--- src/rtl/core/fci_pkg.sv ---
`default_nettype none

package fci_pkg;

    // fixed geometry
    localparam int ADDR_BITS       = 20;
    localparam int DATA_BITS       = 16;
    localparam int DEF_ARRAY_WORDS = 1048576;
    localparam int DEF_BLOCK_COUNT = 32;
    localparam int BLOCK_SHIFT     = 15;
    localparam int BLOCK_WORDS     = 1 << BLOCK_SHIFT;
    localparam int PAGE_BITS       = 7;
    localparam int PAGE_WORDS      = 1 << PAGE_BITS;
    localparam int QUEUE_DEPTH     = 2;
    localparam int CFG_IDX_BITS    = 1;

    // command bytes
    localparam logic [7:0] CMD_READ_ZERO  = 8'h00;
    localparam logic [7:0] CMD_READ_ARRAY = 8'hFF;
    localparam logic [7:0] CMD_IDENT      = 8'h90;
    localparam logic [7:0] CMD_EXT_STATUS = 8'h71;
    localparam logic [7:0] CMD_CLEAR      = 8'h50;
    localparam logic [7:0] CMD_ABORT      = 8'h80;
    localparam logic [7:0] CMD_PAGE_LOAD  = 8'hE0;
    localparam logic [7:0] CMD_PAGE_PROG  = 8'h0C;
    localparam logic [7:0] CMD_ERASE      = 8'h20;
    localparam logic [7:0] CMD_UNLOCK     = 8'h97;
    localparam logic [7:0] CMD_LOCK       = 8'h77;
    localparam logic [7:0] CMD_CONFIRM    = 8'hD0;

    // result status codes
    localparam logic [2:0] ST_OK      = 3'd0;
    localparam logic [2:0] ST_BADADDR = 3'd1;
    localparam logic [2:0] ST_UNSUP   = 3'd2;
    localparam logic [2:0] ST_PROT    = 3'd3;
    localparam logic [2:0] ST_NOCONF  = 3'd4;
    localparam logic [2:0] ST_BADREG  = 3'd5;

    // configuration register indexes
    localparam logic [CFG_IDX_BITS-1:0] CFG_MAKER  = 1'b0;
    localparam logic [CFG_IDX_BITS-1:0] CFG_DEVICE = 1'b1;

    localparam logic [15:0] ERASED_WORD   = 16'hFFFF;
    localparam logic [15:0] MAKER_RESET   = 16'h0089;
    localparam logic [15:0] DEVICE_RESET  = 16'h66A0;
    localparam logic [7:0]  GLOBAL_STATUS = 8'h86;
    localparam logic [7:0]  BLOCK_ST_BASE = 8'h80;

    typedef struct packed {
        logic                 cmd;
        logic [ADDR_BITS-1:0] addr;
        logic [DATA_BITS-1:0] wdata;
    } t_item;

    typedef struct packed {
        logic [DATA_BITS-1:0] rdata;
        logic [2:0]           status;
    } t_result;

    typedef enum logic [2:0] {
        OP_RESP,
        OP_READ,
        OP_PAGE,
        OP_ERASE,
        OP_PROG
    } t_op_kind;

    typedef struct packed {
        t_op_kind             kind;
        logic [ADDR_BITS-1:0] addr;
        logic [DATA_BITS-1:0] data;
        logic [7:0]           count;
        logic [2:0]           status;
    } t_op;

    typedef struct packed {
        logic init_busy;
    } t_back_stat;

endpackage

`default_nettype wire

--- src/rtl/core/fci_fifo.sv ---
`default_nettype none

module fci_fifo (
    input  wire logic         i_clk,
    input  wire logic         i_rst_n,
    input  wire logic         i_push,
    input  wire fci_pkg::t_op i_op,
    input  wire logic         i_pop,
    output fci_pkg::t_op      o_head,
    output logic              o_empty,
    output logic              o_full
);
    import fci_pkg::*;

    localparam int PTR_W = $clog2(QUEUE_DEPTH);

    t_op              r_slot [QUEUE_DEPTH];
    logic [PTR_W-1:0] r_rd_ptr;
    logic [PTR_W:0]   r_level;
    logic [PTR_W-1:0] wr_ptr;

    assign wr_ptr  = r_rd_ptr + r_level[PTR_W-1:0];
    assign o_head  = r_slot[r_rd_ptr];
    assign o_empty = (r_level == '0);
    assign o_full  = (r_level == (PTR_W+1)'(QUEUE_DEPTH));

    always_ff @(posedge i_clk) begin
        if (i_push) begin
            r_slot[wr_ptr] <= i_op;
        end
    end

    always_ff @(posedge i_clk) begin
        if (!i_rst_n) begin
            r_rd_ptr <= '0;
            r_level  <= '0;
        end else begin
            if (i_pop) begin
                r_rd_ptr <= r_rd_ptr + PTR_W'(1);
            end
            case ({i_push, i_pop})
                2'b10:   r_level <= r_level + (PTR_W+1)'(1);
                2'b01:   r_level <= r_level - (PTR_W+1)'(1);
                default: ;
            endcase
        end
    end

`ifndef NO_ASSERTIONS
    a_no_overflow: assert property (@(posedge i_clk) disable iff (!i_rst_n)
        !(i_push && o_full && !i_pop))
        else $error("queue overflow");
    a_no_underflow: assert property (@(posedge i_clk) disable iff (!i_rst_n)
        !(i_pop && o_empty))
        else $error("queue underflow");
`endif

endmodule

`default_nettype wire

--- config.mk ---
export PLATFORM = sky130hd
export DESIGN_NAME = fci_fifo
export DESIGN_NICKNAME = d
export VERILOG_FILES = /design/src/rtl/core/fci_pkg.sv /design/src/rtl/core/fci_fifo.sv
export SDC_FILE = /design/constraint.sdc
export NUM_CORES = 1
export LEC_CHECK = 0
export BUFFER_PORTS_ARGS = -buffer_cell sky130_fd_sc_hd__buf_2
export CAP_MARGIN = 20
export CELL_PAD_IN_SITES_DETAIL_PLACEMENT = 0
export CELL_PAD_IN_SITES_GLOBAL_PLACEMENT = 1
export CORE_ASPECT_RATIO = 0.6
export CORE_MARGIN = 2
export CORE_UTILIZATION = 40
export CTS_CLUSTER_SIZE = 30
export DETAILED_ROUTE_END_ITERATION = 7
export GPL_TIMING_DRIVEN = 0
export PLACE_DENSITY_LB_ADDON = 0.1
export SLEW_MARGIN = 25
export SYNTH_ARGS = -nofsm -noshare
export SYNTH_HDL_FRONTEND = slang
export SYNTH_SLANG_ARGS = --single-unit
--- constraint.sdc ---
create_clock -name i_clk -period 4.5 [get_ports i_clk]
set_input_delay 0.9 -clock i_clk [delete_from_list [all_inputs] [get_ports i_clk]]
set_output_delay 0.9 -clock i_clk [all_outputs]
set_load 0.01 [all_outputs]
==> impl_metrics.env <==
export IMPL_ys_flop_type="edfxtp_1"
export IMPL_dp_final_hpwl_mm=4.43
export IMPL_fin_cells=430
export IMPL_ys_top_cells_by_area="edfxtp_1, mux2_2, dfxtp_1, and2_1, buf_2"
export IMPL_crit_chain="clkbuf_1 > buf_2 > mux2_2 > buf_2"
export IMPL_synth_compound_area_share=0.00330
export IMPL_worstPathArrival_ns=1.65
export IMPL_muxShareOfSynthArea=0.149
export IMPL_htreeDepth=3
export IMPL_synth_top_cells_by_count="edfxtp_1, mux2_2, buf_2, and2_1, dfxtp_1"
export IMPL_finalSetupViolCount=0
export IMPL_insertedDiodeCount=0
export IMPL_status="finished, final reports clean"
export IMPL_wl_per_cell_um=15.0
export IMPL_use_met2=0.202
export IMPL_antenna_found_initial=0
export IMPL_grt_pass1_wl_mm=9.72
export IMPL_synth_fa_ha_area_frac=0.00330
export IMPL_post_cts_repair_setup_buffers=0
export IMPL_drv_slew=0
export IMPL_cts_hold_buf=0
export IMPL_cp_required_ns=3.60
export IMPL_holdPathStages=2
export IMPL_finalCritPeriodShare=0.567
export IMPL_final_cell_area_um2=4860
export IMPL_p_int_mw=1.82
export IMPL_relSlewSlack=0.662
export IMPL_max_freq_ghz=0.392
export IMPL_crit_buf_inv=3
export IMPL_synthCells=176
export IMPL_clk_latency_ns=0.33
export IMPL_path_class="flop to primary output"
export IMPL_num_rows=27
export IMPL_fin_nets=350
export IMPL_switching_share=0.215
export IMPL_cts_tree="yes"
export IMPL_placed_area_um2=4560
export IMPL_via_per_inst=4.56
export IMPL_overflow=0
export IMPL_startpoint_type="flop"
export IMPL_start_util=0.412
export IMPL_nFillCells=785
export IMPL_power_share_clock=0.340
export IMPL_fin_skew_ns=0.00490
export IMPL_wl_mm=6.43
export IMPL_yosysMostFrequentCell="edfxtp_1"
export IMPL_cp_end_kind="primary output"
export IMPL_synth_edff_count=100
export IMPL_die_h_um=79.4
export IMPL_synth_area_leader_cell="edfxtp_1"
export IMPL_tightestPinTransition_ns=0.506
export IMPL_dieWidth_um=130
export IMPL_synth_simple_area_share=0.0126
export IMPL_rsz0062_at_grt="no"
export IMPL_crit_slowest_cell="mux2_2"
export IMPL_grt_max_degree=32
export IMPL_ys_ff_latch=104
export IMPL_layout_min_cycle_time_ns=2.55
export IMPL_use_met3=0.0633
export IMPL_die_area_um2=10300
export IMPL_core_um2=9190
export IMPL_grt_util_all_layers=0.129
export IMPL_use_met1=0.158
export IMPL_place_inst=414
export IMPL_post_route_util=0.529
export IMPL_drtIter0Drc=94
export IMPL_syn_nets=231
export IMPL_routabilityCongestion=0.667
export IMPL_syn2layout_area_growth_pct=28.5
export IMPL_cellPowerDensity_nw_per_um2=476
export IMPL_crit_family="buffers and inverters"
export IMPL_root_buffer="clkbuf_16"
export IMPL_max_cap_violations=0
export IMPL_synth_area_um2=3790
export IMPL_grt_pass1_vias=2018
export IMPL_clock_sinks=104
export IMPL_drc=0
export IMPL_power_switching_mw=0.498
export IMPL_cp_num_cells=4
export IMPL_ys_warn_count=0
export IMPL_crit_path_max_incr_delay_ns=0.38
export IMPL_worstPathMaxFanout=10
export IMPL_drive_gt1_frac=0.593
export IMPL_ir_drop_mv=0.211
export IMPL_cts_repair_resized=0
export IMPL_synthArstFlopShare=0
export IMPL_gr_max_usage_layer="met2"
export IMPL_power_frac_seq=0.518
export IMPL_finalHoldViolations=0
export IMPL_crit_path_frequent_cell="buf_2"
export IMPL_final_antenna_net_count=0
export IMPL_reg2reg_depth=3
export IMPL_hp_class="flop to flop"
export IMPL_synth_distinct_cells=15
export IMPL_leakage_nw=1.83
export IMPL_synth_xor_area_frac=0.00925
export IMPL_ios=106
export IMPL_synth_top_cell_area_share=0.793
export IMPL_clk_path_buf_depth=2
export IMPL_drtPass1Iterations=4
export IMPL_io_buffers=105
export IMPL_dr_total_vias=1961
export IMPL_yosysSeqAreaShare=0.814
export IMPL_synth_top_family_by_area="multiplexers"
export IMPL_cts_buffers=9
export IMPL_comb_power_share=0.142
export IMPL_clk_pin_slew_ns=0.06
export IMPL_avgSynthCellArea_um2=21.5
[layout by cell type, fill, tap and decap left out]
master     synthesis  final
dfxtp_1            4      4
and2_1             4      3
nor2_1             2      1
xor2_1             2      2
and2_4             0      1
clkbuf_1           1      4
buf_12             0      1
edfxtp_1         100    100
mux2_2            50     50
and2b_2            1      1
buf_2              5    110
bufinv_16          0      2
inv_1              1      1
nor2_4             0      1
clkinv_1           0      1
xnor2_1            2      2
or3_1              1      1
a21boi_1           1      1
o21ai_0            1      1
clkbuf_16          0      9
ha_1               1      1
clkinv_2           0      1
buf_16             0      2
[through the flow]
stage / setup slack (ns) / power, mW / hold slack [ns] / setup TNS (ns)
floorplan: 1.00 / 1.40 / 0.466 / 0
global placement: -0.369 / 1.54 / 0.494 / -18.33
detailed placement: 2.26 / 1.56 / 0.488 / 0
CTS: 1.89 / 2.35 / 0.497 / 0
global route: 1.82 / 2.42 / 0.536 / 0
finish: 1.95 / 2.32 / 0.500 / 0
[flip-flops by register name, indices dropped and copies added, names as in the netlist, named ones only]
name / cells
r_level: 2
r_slot: 100
r_rd_ptr: 1
[logic make-up (layout without fill, tap and decap cells)]
| family | after synthesis | after routing |
|---|---|---|
| AND/OR/NAND/NOR | 8 | 8 |
| multiplexers | 50 | 50 |
| XOR/XNOR | 4 | 4 |
| AO/OA/AOI/OAI | 2 | 2 |
| adder cells (fa/ha/maj) | 1 | 1 |
| flip-flops | 104 | 104 |
| buffers and inverters | 7 | 131 |
[path summary, 6_finish.rpt]
check        slack [ns]                    start                 endpoint
max                1.95                     flop                o_head[7]
min                0.50  r_level[1]$_SDFFE_PN0P_  r_level[1]$_SDFFE_PN0P_
max reg2reg        2.80  r_level[0]$_SDFFE_PN0P_  r_slot[1][36]$_DFFE_PP_
min reg2reg        0.50  r_level[1]$_SDFFE_PN0P_  r_level[1]$_SDFFE_PN0P_
[layout make-up]
cell class / instances / area, um^2 / share of cell area
tap: 130 / 163 / 0.0334
clock buffer: 12 / 236 / 0.0486
buffer: 6 / 28.8 / 0.00592
clock inverter: 4 / 68.8 / 0.0141
timing repair buffer: 108 / 601 / 0.123
inverter: 1 / 3.75 / 0.000772
multi-input combinational: 65 / 681 / 0.140
sequential: 104 / 3080 / 0.634
[power by group through the flow]
stage | clock, mW | sequential (mW) | combinational [mW]
2_1_floorplan | 0 | 1.22 | 0.180
3_3_place_gp | 0 | 1.23 | 0.306
3_5_place_dp | 0 | 1.22 | 0.336
4_1_cts | 0.815 | 1.20 | 0.337
5_1_grt | 0.851 | 1.21 | 0.359
6_report | 0.787 | 1.20 | 0.329
[layer usage]
layer,routed length (um),share of wire
met5,0,0
met4,66,0.010
met3,569,0.089
met2,2920,0.45
met1,2880,0.45
[worst min-delay path, delay by kind of cell (launching register included)]
kind	cells	cell delay, ns
flops	1	0.32
compound gates	2	0.13
Power figures use the tool's default switching activity.
