File: src/rtl/core/fci_pkg.sv
`default_nettype none

package fci_pkg;

    // fixed geometry
    localparam int ADDR_BITS       = 20;
    localparam int DATA_BITS       = 16;
    localparam int DEF_ARRAY_WORDS = 1048576;
    localparam int DEF_BLOCK_COUNT = 32;
    localparam int BLOCK_SHIFT     = 15;
    localparam int BLOCK_WORDS     = 1 << BLOCK_SHIFT;
    localparam int PAGE_BITS       = 7;
    localparam int PAGE_WORDS      = 1 << PAGE_BITS;
    localparam int QUEUE_DEPTH     = 2;
    localparam int CFG_IDX_BITS    = 1;

    // command bytes
    localparam logic [7:0] CMD_READ_ZERO  = 8'h00;
    localparam logic [7:0] CMD_READ_ARRAY = 8'hFF;
    localparam logic [7:0] CMD_IDENT      = 8'h90;
    localparam logic [7:0] CMD_EXT_STATUS = 8'h71;
    localparam logic [7:0] CMD_CLEAR      = 8'h50;
    localparam logic [7:0] CMD_ABORT      = 8'h80;
    localparam logic [7:0] CMD_PAGE_LOAD  = 8'hE0;
    localparam logic [7:0] CMD_PAGE_PROG  = 8'h0C;
    localparam logic [7:0] CMD_ERASE      = 8'h20;
    localparam logic [7:0] CMD_UNLOCK     = 8'h97;
    localparam logic [7:0] CMD_LOCK       = 8'h77;
    localparam logic [7:0] CMD_CONFIRM    = 8'hD0;

    // result status codes
    localparam logic [2:0] ST_OK      = 3'd0;
    localparam logic [2:0] ST_BADADDR = 3'd1;
    localparam logic [2:0] ST_UNSUP   = 3'd2;
    localparam logic [2:0] ST_PROT    = 3'd3;
    localparam logic [2:0] ST_NOCONF  = 3'd4;
    localparam logic [2:0] ST_BADREG  = 3'd5;

    // configuration register indexes
    localparam logic [CFG_IDX_BITS-1:0] CFG_MAKER  = 1'b0;
    localparam logic [CFG_IDX_BITS-1:0] CFG_DEVICE = 1'b1;

    localparam logic [15:0] ERASED_WORD   = 16'hFFFF;
    localparam logic [15:0] MAKER_RESET   = 16'h0089;
    localparam logic [15:0] DEVICE_RESET  = 16'h66A0;
    localparam logic [7:0]  GLOBAL_STATUS = 8'h86;
    localparam logic [7:0]  BLOCK_ST_BASE = 8'h80;

    typedef struct packed {
        logic                 cmd;
        logic [ADDR_BITS-1:0] addr;
        logic [DATA_BITS-1:0] wdata;
    } t_item;

    typedef struct packed {
        logic [DATA_BITS-1:0] rdata;
        logic [2:0]           status;
    } t_result;

    typedef enum logic [2:0] {
        OP_RESP,
        OP_READ,
        OP_PAGE,
        OP_ERASE,
        OP_PROG
    } t_op_kind;

    typedef struct packed {
        t_op_kind             kind;
        logic [ADDR_BITS-1:0] addr;
        logic [DATA_BITS-1:0] data;
        logic [7:0]           count;
        logic [2:0]           status;
    } t_op;

    typedef struct packed {
        logic init_busy;
    } t_back_stat;

endpackage

`default_nettype wire

File: src/rtl/core/fci_front.sv
`default_nettype none

module fci_front #(
    parameter int ARRAY_WORDS = fci_pkg::DEF_ARRAY_WORDS,
    parameter int BLOCK_COUNT = fci_pkg::DEF_BLOCK_COUNT
) (
    input  wire logic                                i_clk,
    input  wire logic                                i_rst_n,
    input  wire logic                                i_accept,
    input  wire fci_pkg::t_item                      i_item,
    input  wire logic                                i_cfg_we,
    input  wire logic [fci_pkg::CFG_IDX_BITS-1:0]    i_cfg_idx,
    input  wire logic [fci_pkg::DATA_BITS-1:0]       i_cfg_wdata,
    output fci_pkg::t_op                             o_op,
    output logic                                     o_push
);
    import fci_pkg::*;

    localparam int BI_W = $clog2(BLOCK_COUNT);
    localparam int BN_W = ADDR_BITS - BLOCK_SHIFT;
    localparam int NMAP = 1 << BN_W;
    localparam logic [ADDR_BITS:0] ARRAY_LIM = (ADDR_BITS+1)'(ARRAY_WORDS);

    logic [7:0]             r_mode, n_mode;
    logic [1:0]             r_phase, n_phase;
    logic [7:0]             r_words, n_words;
    logic [BLOCK_COUNT-1:0] r_wp, n_wp;
    logic [15:0]            r_maker, r_device;

    logic [BI_W-1:0] blk_map [NMAP];
    logic [BI_W-1:0] blk;
    logic [7:0]      v8;
    logic            conf, in_range, known, restart;
    logic [1:0]      eff_phase;
    logic [7:0]      eff_mode;
    logic [BLOCK_SHIFT-1:0] off;

    // block number wraps modulo the block count
    always_comb begin
        for (int j = 0; j < NMAP; j++) begin
            blk_map[j] = BI_W'(j % BLOCK_COUNT);
        end
    end

    assign blk      = blk_map[i_item.addr[ADDR_BITS-1:BLOCK_SHIFT]];
    assign off      = i_item.addr[BLOCK_SHIFT-1:0];
    assign v8       = i_item.wdata[7:0];
    assign conf     = (v8 == CMD_CONFIRM);
    assign in_range = ({1'b0, i_item.addr} < ARRAY_LIM);

    always_comb begin
        case (r_mode)
            CMD_READ_ZERO, CMD_READ_ARRAY, CMD_EXT_STATUS, CMD_ABORT, CMD_CLEAR,
            CMD_IDENT, CMD_PAGE_LOAD, CMD_UNLOCK, CMD_LOCK, CMD_ERASE,
            CMD_PAGE_PROG: known = 1'b1;
            default:       known = 1'b0;
        endcase
    end

    // a pending identifier or unknown command restarts as a new command
    assign restart   = (r_phase != 2'd0) && ((r_mode == CMD_IDENT) || !known);
    assign eff_phase = restart ? 2'd0 : r_phase;
    assign eff_mode  = (eff_phase == 2'd0) ? v8 : r_mode;

    always_comb begin
        n_mode       = r_mode;
        n_phase      = r_phase;
        n_words      = r_words;
        n_wp         = r_wp;
        o_op.kind    = OP_RESP;
        o_op.addr    = i_item.addr;
        o_op.data    = '0;
        o_op.count   = r_words;
        o_op.status  = ST_OK;
        if (i_accept) begin
            if (!in_range) begin
                o_op.status = ST_BADADDR;
            end else if (!i_item.cmd) begin
                n_phase = 2'd0;
                case (r_mode)
                    CMD_READ_ZERO: ;
                    CMD_READ_ARRAY: o_op.kind = OP_READ;
                    CMD_IDENT: begin
                        if (i_item.addr == ADDR_BITS'(0)) begin
                            o_op.data = r_maker;
                        end else if (i_item.addr == ADDR_BITS'(1)) begin
                            o_op.data = r_device;
                        end else if (i_item.addr != ADDR_BITS'(2)) begin
                            o_op.status = ST_BADREG;
                        end
                    end
                    CMD_EXT_STATUS: begin
                        if (off == BLOCK_SHIFT'(1)) begin
                            o_op.data = {8'h00, BLOCK_ST_BASE | {1'b0, r_wp[blk], 6'b0}};
                        end else if (off == BLOCK_SHIFT'(2)) begin
                            o_op.data = {8'h00, GLOBAL_STATUS};
                        end else begin
                            o_op.status = ST_BADREG;
                        end
                    end
                    default: o_op.status = ST_UNSUP;
                endcase
            end else begin
                n_mode = eff_mode;
                case (eff_mode)
                    CMD_READ_ZERO, CMD_READ_ARRAY, CMD_EXT_STATUS: n_phase = 2'd0;
                    CMD_ABORT, CMD_CLEAR: begin
                        n_phase = 2'd0;
                        n_mode  = CMD_READ_ARRAY;
                    end
                    CMD_IDENT: n_phase = 2'd1;
                    CMD_PAGE_LOAD: begin
                        case (eff_phase)
                            2'd0: n_phase = 2'd1;
                            2'd1: begin
                                n_words = v8;
                                n_phase = 2'd2;
                            end
                            2'd2: n_phase = 2'd3;
                            default: begin
                                o_op.kind = OP_PAGE;
                                o_op.data = i_item.wdata;
                                if (r_words == 8'd0) begin
                                    n_phase = 2'd0;
                                end else begin
                                    n_words = r_words - 8'd1;
                                end
                            end
                        endcase
                    end
                    CMD_UNLOCK, CMD_LOCK: begin
                        if (eff_phase == 2'd0) begin
                            n_phase = 2'd1;
                        end else begin
                            n_phase = 2'd0;
                            if (!conf) begin
                                o_op.status = ST_NOCONF;
                            end else begin
                                n_wp[blk] = (eff_mode == CMD_UNLOCK);
                            end
                        end
                    end
                    CMD_ERASE: begin
                        if (eff_phase == 2'd0) begin
                            n_phase = 2'd1;
                        end else begin
                            n_phase = 2'd0;
                            if (!conf) begin
                                o_op.status = ST_NOCONF;
                            end else if (!r_wp[blk]) begin
                                o_op.status = ST_PROT;
                            end else begin
                                o_op.kind = OP_ERASE;
                            end
                        end
                    end
                    CMD_PAGE_PROG: begin
                        if (eff_phase == 2'd0) begin
                            n_phase = 2'd1;
                        end else if (eff_phase == 2'd1) begin
                            n_words = v8;
                            n_phase = 2'd2;
                        end else begin
                            n_phase = 2'd0;
                            if (r_wp[blk]) begin
                                o_op.kind = OP_PROG;
                            end else begin
                                o_op.status = ST_PROT;
                            end
                        end
                    end
                    default: begin
                        n_phase     = 2'd0;
                        o_op.status = ST_UNSUP;
                    end
                endcase
            end
        end
    end

    assign o_push = i_accept;

    always_ff @(posedge i_clk) begin
        if (!i_rst_n) begin
            r_mode   <= CMD_READ_ARRAY;
            r_phase  <= 2'd0;
            r_words  <= 8'd0;
            r_wp     <= '0;
            r_maker  <= MAKER_RESET;
            r_device <= DEVICE_RESET;
        end else begin
            r_mode  <= n_mode;
            r_phase <= n_phase;
            r_words <= n_words;
            r_wp    <= n_wp;
            if (i_cfg_we) begin
                case (i_cfg_idx)
                    CFG_MAKER:  r_maker  <= i_cfg_wdata;
                    CFG_DEVICE: r_device <= i_cfg_wdata;
                    default: ;
                endcase
            end
        end
    end

endmodule

`default_nettype wire

File: config.mk
export PLATFORM = sky130hd
export DESIGN_NAME = fci_front
export DESIGN_NICKNAME = d
export VERILOG_FILES = /design/src/rtl/core/fci_pkg.sv /design/src/rtl/core/fci_front.sv
export SDC_FILE = /design/constraint.sdc
export NUM_CORES = 1
export LEC_CHECK = 0
export ABC_AREA = 1
export BUFFER_PORTS_ARGS = -buffer_cell sky130_fd_sc_hd__buf_2
export CAP_MARGIN = 20
export CORE_ASPECT_RATIO = 2
export CORE_MARGIN = 8
export CORE_UTILIZATION = 45
export CTS_BUF_LIST = sky130_fd_sc_hd__clkbuf_4 sky130_fd_sc_hd__clkbuf_8
export CTS_CLUSTER_DIAMETER = 60
export DETAILED_ROUTE_END_ITERATION = 10
export PLACE_DENSITY = 0.65
export SETUP_SLACK_MARGIN = 0.4
export SYNTH_ARGS = -nofsm -noshare
export SYNTH_HDL_FRONTEND = slang
export SYNTH_SLANG_ARGS = --single-unit
File: constraint.sdc
create_clock -name i_clk -period 3.34 [get_ports i_clk]
set_clock_uncertainty 0.05 [all_clocks]
set_input_delay 0.668 -clock i_clk [delete_from_list [all_inputs] [get_ports i_clk]]
set_output_delay 0.668 -clock i_clk [all_outputs]
set_load 0.1 [all_outputs]
==> results.json, run 1 <==
{
  "die_w_um": 96.2,
  "drive_above_1_share_pct": 34.2,
  "drv_cap": 0,
  "synth_area_leaders": "dfxtp_1 (28%), nand2_1 (16%), nor2_1 (8.0%)",
  "io_pins": 109,
  "slew_violations": 0,
  "worstSetupStartpointType": "register",
  "cts_hold_buf": 0,
  "violations": "negative setup slack",
  "clock_sinks": 82,
  "via_per_inst": 5.35,
  "grtUsageTotal_pct": 24.4,
  "period_minus_slack_ns": 4.06,
  "drt_wl_total_um": 20800,
  "path_cells": "nand2_1 -> nor2_1 -> nand2_1 -> nand2_1 -> nor2_1 -> nand3_1 -> nand2_1 -> o21ai_1 -> nand2_1 -> ha_4 -> buf_6 -> nand2_4 -> nand2_4 -> nor2_4 -> nand2_4 -> nor2_4 -> nand2_4 -> nor2_4 -> a31oi_1 -> or2_1 -> clkinvlp_4 -> buf_12",
  "rsz0062_at_grt": "true",
  "grt_max_degree": 48,
  "vdd_ir_drop_max_uv": 271,
  "grt_overflow": 0,
  "std_cell_rows": 58,
  "synthArstFlopShare_pct": 0,
  "detail_route.wl_per_cell_um": 16.3,
  "drc": 0,
  "clk_latency_ns": 0.37,
  "post_synth_inst_count": 944,
  "place.gp.congestion": 0.943,
  "synth.most_common_cell": "nand2_1",
  "coreArea_sq_um": 12600,
  "cts_tree": "done",
  "min_path_type": "reg -> reg",
  "synth_top_area_cell": "dfxtp_1",
  "finalSetupViolations": 22,
  "cts_root_buf": "clkbuf_8",
  "clockBufferDepth": 2,
  "cts-buffers-inserted": 9,
  "detail_route.iter0.violations": 293,
  "min_from": "r_device[0]",
  "fin_crit_sh_pct": 122,
  "dp_cells": 1226,
  "synth_common_cells": "nand2_1 (248), nor2_1 (123), inv_1 (100)",
  "netlist_area_sq_um": 5790,
  "ff2ff_setup_slack_ns": 0.04,
  "die_h_um": 176,
  "critPathMaxFanout": 8,
  "fmax_mhz": 246,
  "cp_slowest_stage_delay_ns": 0.41,
  "slowest_stage": "dfxtp_4",
  "relSlewSlack_pct": 59.8,
  "path_common_cell": "nand2_1",
  "grt_pass1_wl_um": 32600,
  "ys.flop_type": "dfxtp_1",
  "hold_ws_ns": 0.409,
  "final_cell_area_sq_um": 8280,
  "clk_pin_slew_ns": 0.10,
  "outcome": "finished, violations left",
  "netlist-cell-type-count": 40,
  "nNetsFinal": 1186,
  "drt-pass1-iter-count": 4,
  "ys_ff_latch": 82,
  "final_antenna_net_count": 0,
  "synth-edff-count": 0,
  "n_antenna_cell": 0,
  "worstMarginPinSlew_ns": 0.601,
  "crit_family": "simple AND/OR/NAND/NOR gates",
  "cp_data_arrival_time_ns": 3.35,
  "powerDensity_nw_per_um2": 297,
  "grt_pass1_vias": 6887,
  "r2r_start": "r_mode[4]",
  "dp_hpwl_um": 14800,
  "cp.required_ns": 2.62,
  "antenna_found_initial": 0,
  "syn_area_per_cell_sq_um": 6.13,
  "yosysTopAreaCellShare_pct": 28.4,
  "crit_buf_inv": 3,
  "syn2layout_area_growth_pct": 43.1,
  "synth_warnings": 0,
  "die_area_sq_um": 17000,
  "syn_nets": 1009,
  "htreeDepth": 3,
  "dpl_cell_area_sq_um": 7340,
  "vias": 6822,
  "critical_path.startpoint": "r_mode[4]",
  "crit_path_end_kind": "output port",
  "hold_viol_final": 0,
  "final_cells": 1276,
  "setup_slack_ns": -0.723,
  "initial_core_util_pct": 46.1,
  "portBuffers": 108,
  "leakagePower_nw": 3.71,
  "path_class": "reg -> out",
  "ys_seq_area_share_pct": 28.4
}
kinds of logic (layout without fill, tap and decap cells):
kind of cell	count (synthesis)	count (layout)	synth area share (%)
fa+ha+maj	7	7	1.51
buf+inv	169	348	14.2
compound gates	168	168	15.8
flops	82	82	28.4
xor+xnor	6	6	0.908
simple gates	512	515	39.3
what timing repair did:
item | in CTS | in global routing
buffers inserted | 21 | 7
pin swaps | 32 | 33
gates cloned | 5 | 1
endpoints found under the setup margin | 66 | 72
resized for setup | 46 | 65
final timing paths:
| path | cells after the start | end |
|---|---|---|
| hold reg to reg | 2 | r_device[0] |
| setup reg to reg | 26 | r_wp[16] |
| hold / removal | 2 | r_device[0] |
| setup / recovery | 22 | o_op[20] |
layout by cell type (no fill, tap or decap), drive strengths merged, types with 9 or more instances in the layout:
master and instances:
a21oi 75, a31oi 13, buf 224, clkbuf 9, clkinvlp 14, dfxtp 82, inv 95, nand2 259
nand3 69, nand4 19, nor2 140, nor3 10, o211ai 10, o21ai 57, or2 13
metal layers:
metal / up-vias / GRT usage, % / wire (um)
met5: - / 0 / 0
met4: 0 / 17.6 / 1490
met3: 80 / 4.60 / 1080
met2: 247 / 43.8 / 11100
met1: 3117 / 23.4 / 7110
li1: 3378 / - / -
report_power, final:
part	internal, W	total [W]	switching [W]
Clock	0.000360	0.000794	0.000434
Sequential	0.00101	0.00103	0.0000194
Combinational	0.000206	0.000639	0.000433
through the flow:
stage | utilization [%] | power (W) | setup TNS (ns) | setup slack, ns
floorplan | - | 0.00144 | -5.84 | -0.368
detailed placement | 58.5 | 0.00164 | -7.25 | -0.387
global placement | 58.5 | 0.00164 | -6.63 | -0.359
finish | 66.0 | 0.00246 | -14.33 | -0.723
global route | 66.0 | 0.00256 | -24.37 | -0.927
CTS | 63.5 | 0.00245 | -12.74 | -0.662
layout make-up:
class | count | area (sq um)
clock buffer | 9 | 124
clock inverter | 7 | 83.8
fill | 1158 | 4270
inverter | 108 | 477
multi-input combinational | 696 | 3820
sequential | 82 | 1670
tap | 150 | 188
timing repair buffer | 224 | 1920
flip-flops by register name, summed over array words and instances (netlist names):
name	cells
r_wp	32
r_device	16
r_mode	8
r_maker	16
r_words	8
r_phase	2
tightest hold or removal path, stage by stage (launching register included):
cell     delay (ns)
dfxtp_1        0.31
inv_1          0.06
a21oi_1        0.05
Power figures use the tool's default switching activity.
==> inputs of run 2 (changes only) <==
--- a/config.mk
+++ b/config.mk
@@ -5,7 +5,7 @@
 export SDC_FILE = /design/constraint.sdc
 export NUM_CORES = 1
 export LEC_CHECK = 0
-export ABC_AREA = 1
+export ABC_AREA = 0
 export BUFFER_PORTS_ARGS = -buffer_cell sky130_fd_sc_hd__buf_2
 export CAP_MARGIN = 20
 export CORE_ASPECT_RATIO = 2
@@ -14,7 +14,7 @@
 export CTS_BUF_LIST = sky130_fd_sc_hd__clkbuf_4 sky130_fd_sc_hd__clkbuf_8
 export CTS_CLUSTER_DIAMETER = 60
 export DETAILED_ROUTE_END_ITERATION = 10
-export PLACE_DENSITY = 0.65
+export PLACE_DENSITY = 0.66
 export SETUP_SLACK_MARGIN = 0.4
 export SYNTH_ARGS = -nofsm -noshare
 export SYNTH_HDL_FRONTEND = slang
==> run 2 against run 1 <==
Against the previous run:
- the flow still finishes with violations (negative setup slack)
- synthesized area decreased by 2.2%
- global-route usage decreased by 2.1 points
- register-to-register slack got worse by 0.39 ns
- sequential cell count unchanged
- critical path type unchanged
==> results.json, run 2 <==
{
  "portBuffers": 108,
  "ys_ff_latch": 82,
  "ys_seq_area_share_pct": 29.0,
  "drive_above_1_share_pct": 40.1,
  "syn_area_per_cell_sq_um": 8.09,
  "preCtsSetupSlack_ns": -0.827,
  "ys.flop_type": "dfxtp_1",
  "cp_slowest_stage_delay_ns": 0.42,
  "clock_sinks": 82,
  "cts-buffers-inserted": 9,
  "grt_pass1_wl_um": 29600,
  "synth_warnings": 0,
  "synth-edff-count": 0,
  "initial_core_util_pct": 45.6,
  "critPathMaxFanout": 10,
  "slew_violations": 0,
  "total_power_w": 0.00248,
  "clk_pin_slew_ns": 0.10,
  "fmax_mhz": 223,
  "syn_nets": 765,
  "via_per_inst": 5.83,
  "grt_max_degree": 39,
  "vdd_ir_drop_max_uv": 302,
  "slowest_stage": "a2111oi_4",
  "drv_cap": 0,
  "fin_crit_sh_pct": 134,
  "worstSetupStartpointType": "register",
  "netlist-cell-type-count": 74,
  "setup_slack_ns": -1.15,
  "yosysTopAreaCellShare_pct": 29.0,
  "detail_route.iter0.violations": 328,
  "final_cell_mix": "buf_4 (106), nand2_1 (97), buf_2 (86)",
  "mostFrequentLayoutCell": "buf_4",
  "die_w_um": 95.3,
  "grtUsageTotal_pct": 22.3,
  "detail_route.wl_per_cell_um": 18.4,
  "drc": 0,
  "final_antenna_net_count": 0,
  "grt_pass1_vias": 5951,
  "hold_viol_final": 0,
  "powerDensity_nw_per_um2": 309,
  "place.gp.congestion": 0.955,
  "cts_root_buf": "clkbuf_8",
  "leakagePower_nw": 3.22,
  "antenna_found_initial": 0,
  "netlist_area_sq_um": 5660,
  "rsz0062_at_grt": "true",
  "cp.required_ns": 2.62,
  "regMostFlops": "r_wp",
  "syn2layout_area_growth_pct": 42.0,
  "ff2ff_setup_slack_ns": -0.35,
  "finalSetupViolations": 48,
  "synth_top_area_cell": "dfxtp_1",
  "synth.most_common_cell": "nand2_1",
  "crit_path_end_kind": "output port",
  "cts_tree": "done",
  "worstMarginPinSlew_ns": 0.686,
  "htreeDepth": 3,
  "die_h_um": 175,
  "coreArea_sq_um": 12400,
  "synth_area_leaders": "dfxtp_1 (29%), nand2_1 (6.4%), a21boi_0 (6.4%)",
  "drt-pass1-iter-count": 5,
  "dp_hpwl_um": 13700,
  "nNetsFinal": 926,
  "vias": 5926,
  "violations": "negative setup slack",
  "path_class": "reg -> out",
  "clk_latency_ns": 0.38,
  "outcome": "finished, violations left",
  "min_path_type": "reg -> reg",
  "grt_overflow": 0,
  "std_cell_rows": 58,
  "io_pins": 109,
  "drt_wl_total_um": 18600,
  "post_synth_inst_count": 700,
  "die_area_sq_um": 16600,
  "cp_data_arrival_time_ns": 3.77,
  "cts_hold_buf": 0,
  "largest_register_ffs": 32,
  "relSlewSlack_pct": 54.2,
  "synth_common_cells": "nand2_1 (97), dfxtp_1 (82), a21boi_0 (48)",
  "clockBufferDepth": 2,
  "synthArstFlopShare_pct": 0,
  "path_cells": "or3b_4 -> a2111oi_4 -> or4_4 -> and3_4 -> inv_4 -> ha_4 -> buf_4 -> inv_2 -> nand3_2 -> a2111oi_4 -> and2_4 -> buf_4 -> a21oi_1 -> and3b_4 -> buf_12",
  "largestRegisters": "r_wp: 32 flops, r_device: 16 flops, r_maker: 16 flops",
  "period_minus_slack_ns": 4.49,
  "n_antenna_cell": 0
}
==> run 2: cell types whose count changed after synthesis, moves of 10 or more <==
cell and change:
nor2_1 -77, a22oi_1 +12, nand3_1 -31, inv_1 -92, mux2i_1 +12, nand2_1 -151
and3b_1 +10, a22o_1 +13, nand4_1 -11, a21oi_1 -64, a21boi_1 +10, a21boi_0 +48
clkbuf_1 +20, nor2b_1 +24
==> run 2: layout make-up <==
| class | instances | area (sq um) |
|---|---|---|
| clock buffers | 9 | 124 |
| clock inverters | 7 | 130 |
| fillers | 1067 | 4370 |
| inverters | 9 | 36.3 |
| multi-input cells | 533 | 4080 |
| flip-flops and latches | 82 | 1650 |
| well taps | 150 | 188 |
| repair buffers | 226 | 1830 |
==> run 2: timing repair <==
action                     in CTS  in global routing
pin swaps                       3                  2
cloned                          1                  1
setup endpoints to repair      72                 72
buffers inserted                2                  1
resized for setup              21                 54
==> run 2: layer usage <==
metal  vias to the layer above  track usage, %  part of all wire, %
li1                       2874               -                    -
met1                      2831            26.5                   41
met2                       183            38.4                   51
met3                        38            3.57                  5.4
met4                         0            8.00                  2.4
met5                         -               0                    0
==> run 2: worst paths after layout <==
kind / from / end / depth (start not counted)
min reg2reg: r_device[8] / r_device[8] / 2
max reg2reg: r_mode[7] / r_words[5] / 15
min: r_device[8] / r_device[8] / 2
max: r_mode[7] / o_op[13] / 15
==> run 2: through the flow <==
step | hold WS [ns] | std cells | utilization (%) | area [sq um] | TNS, ns
3_5_place_dp | 0.406 | 995 | 60.2 | 7470 | -26.92
4_1_cts | 0.423 | 1014 | 63.1 | 7830 | -28.72
3_3_place_gp | 0.400 | 995 | 60.2 | 7470 | -26.61
2_1_floorplan | 0.391 | 700 | - | 5980 | -19.96
5_1_grt | 0.437 | 1016 | 64.8 | 8040 | -35.18
6_report | 0.417 | 1016 | 64.8 | 8040 | -28.86
==> run 2: worst max-delay path: cells and delay by family (launching register included) <==
family | cells | cell delay, ns
compound gates | 3 | 0.78
fa+ha+maj | 1 | 0.20
flops | 1 | 0.39
simple gates | 6 | 1.43
buf+inv | 5 | 0.59
==> run 2: logic make-up after synthesis <==
group	after synthesis	synth area share [%]
xor+xnor	2	0.309
flops	82	29.0
simple gates	302	28.6
fa+ha+maj	7	1.55
compound gates	194	25.8
buf+inv	86	8.02
mux	27	6.74
==> run 2: where the power goes <==
group / switching [W] / total [W] / internal, W
clock network: 0.000440 / 0.000953 / 0.000513
logic: 0.000325 / 0.000510 / 0.000184
registers: 0.0000165 / 0.00102 / 0.00100
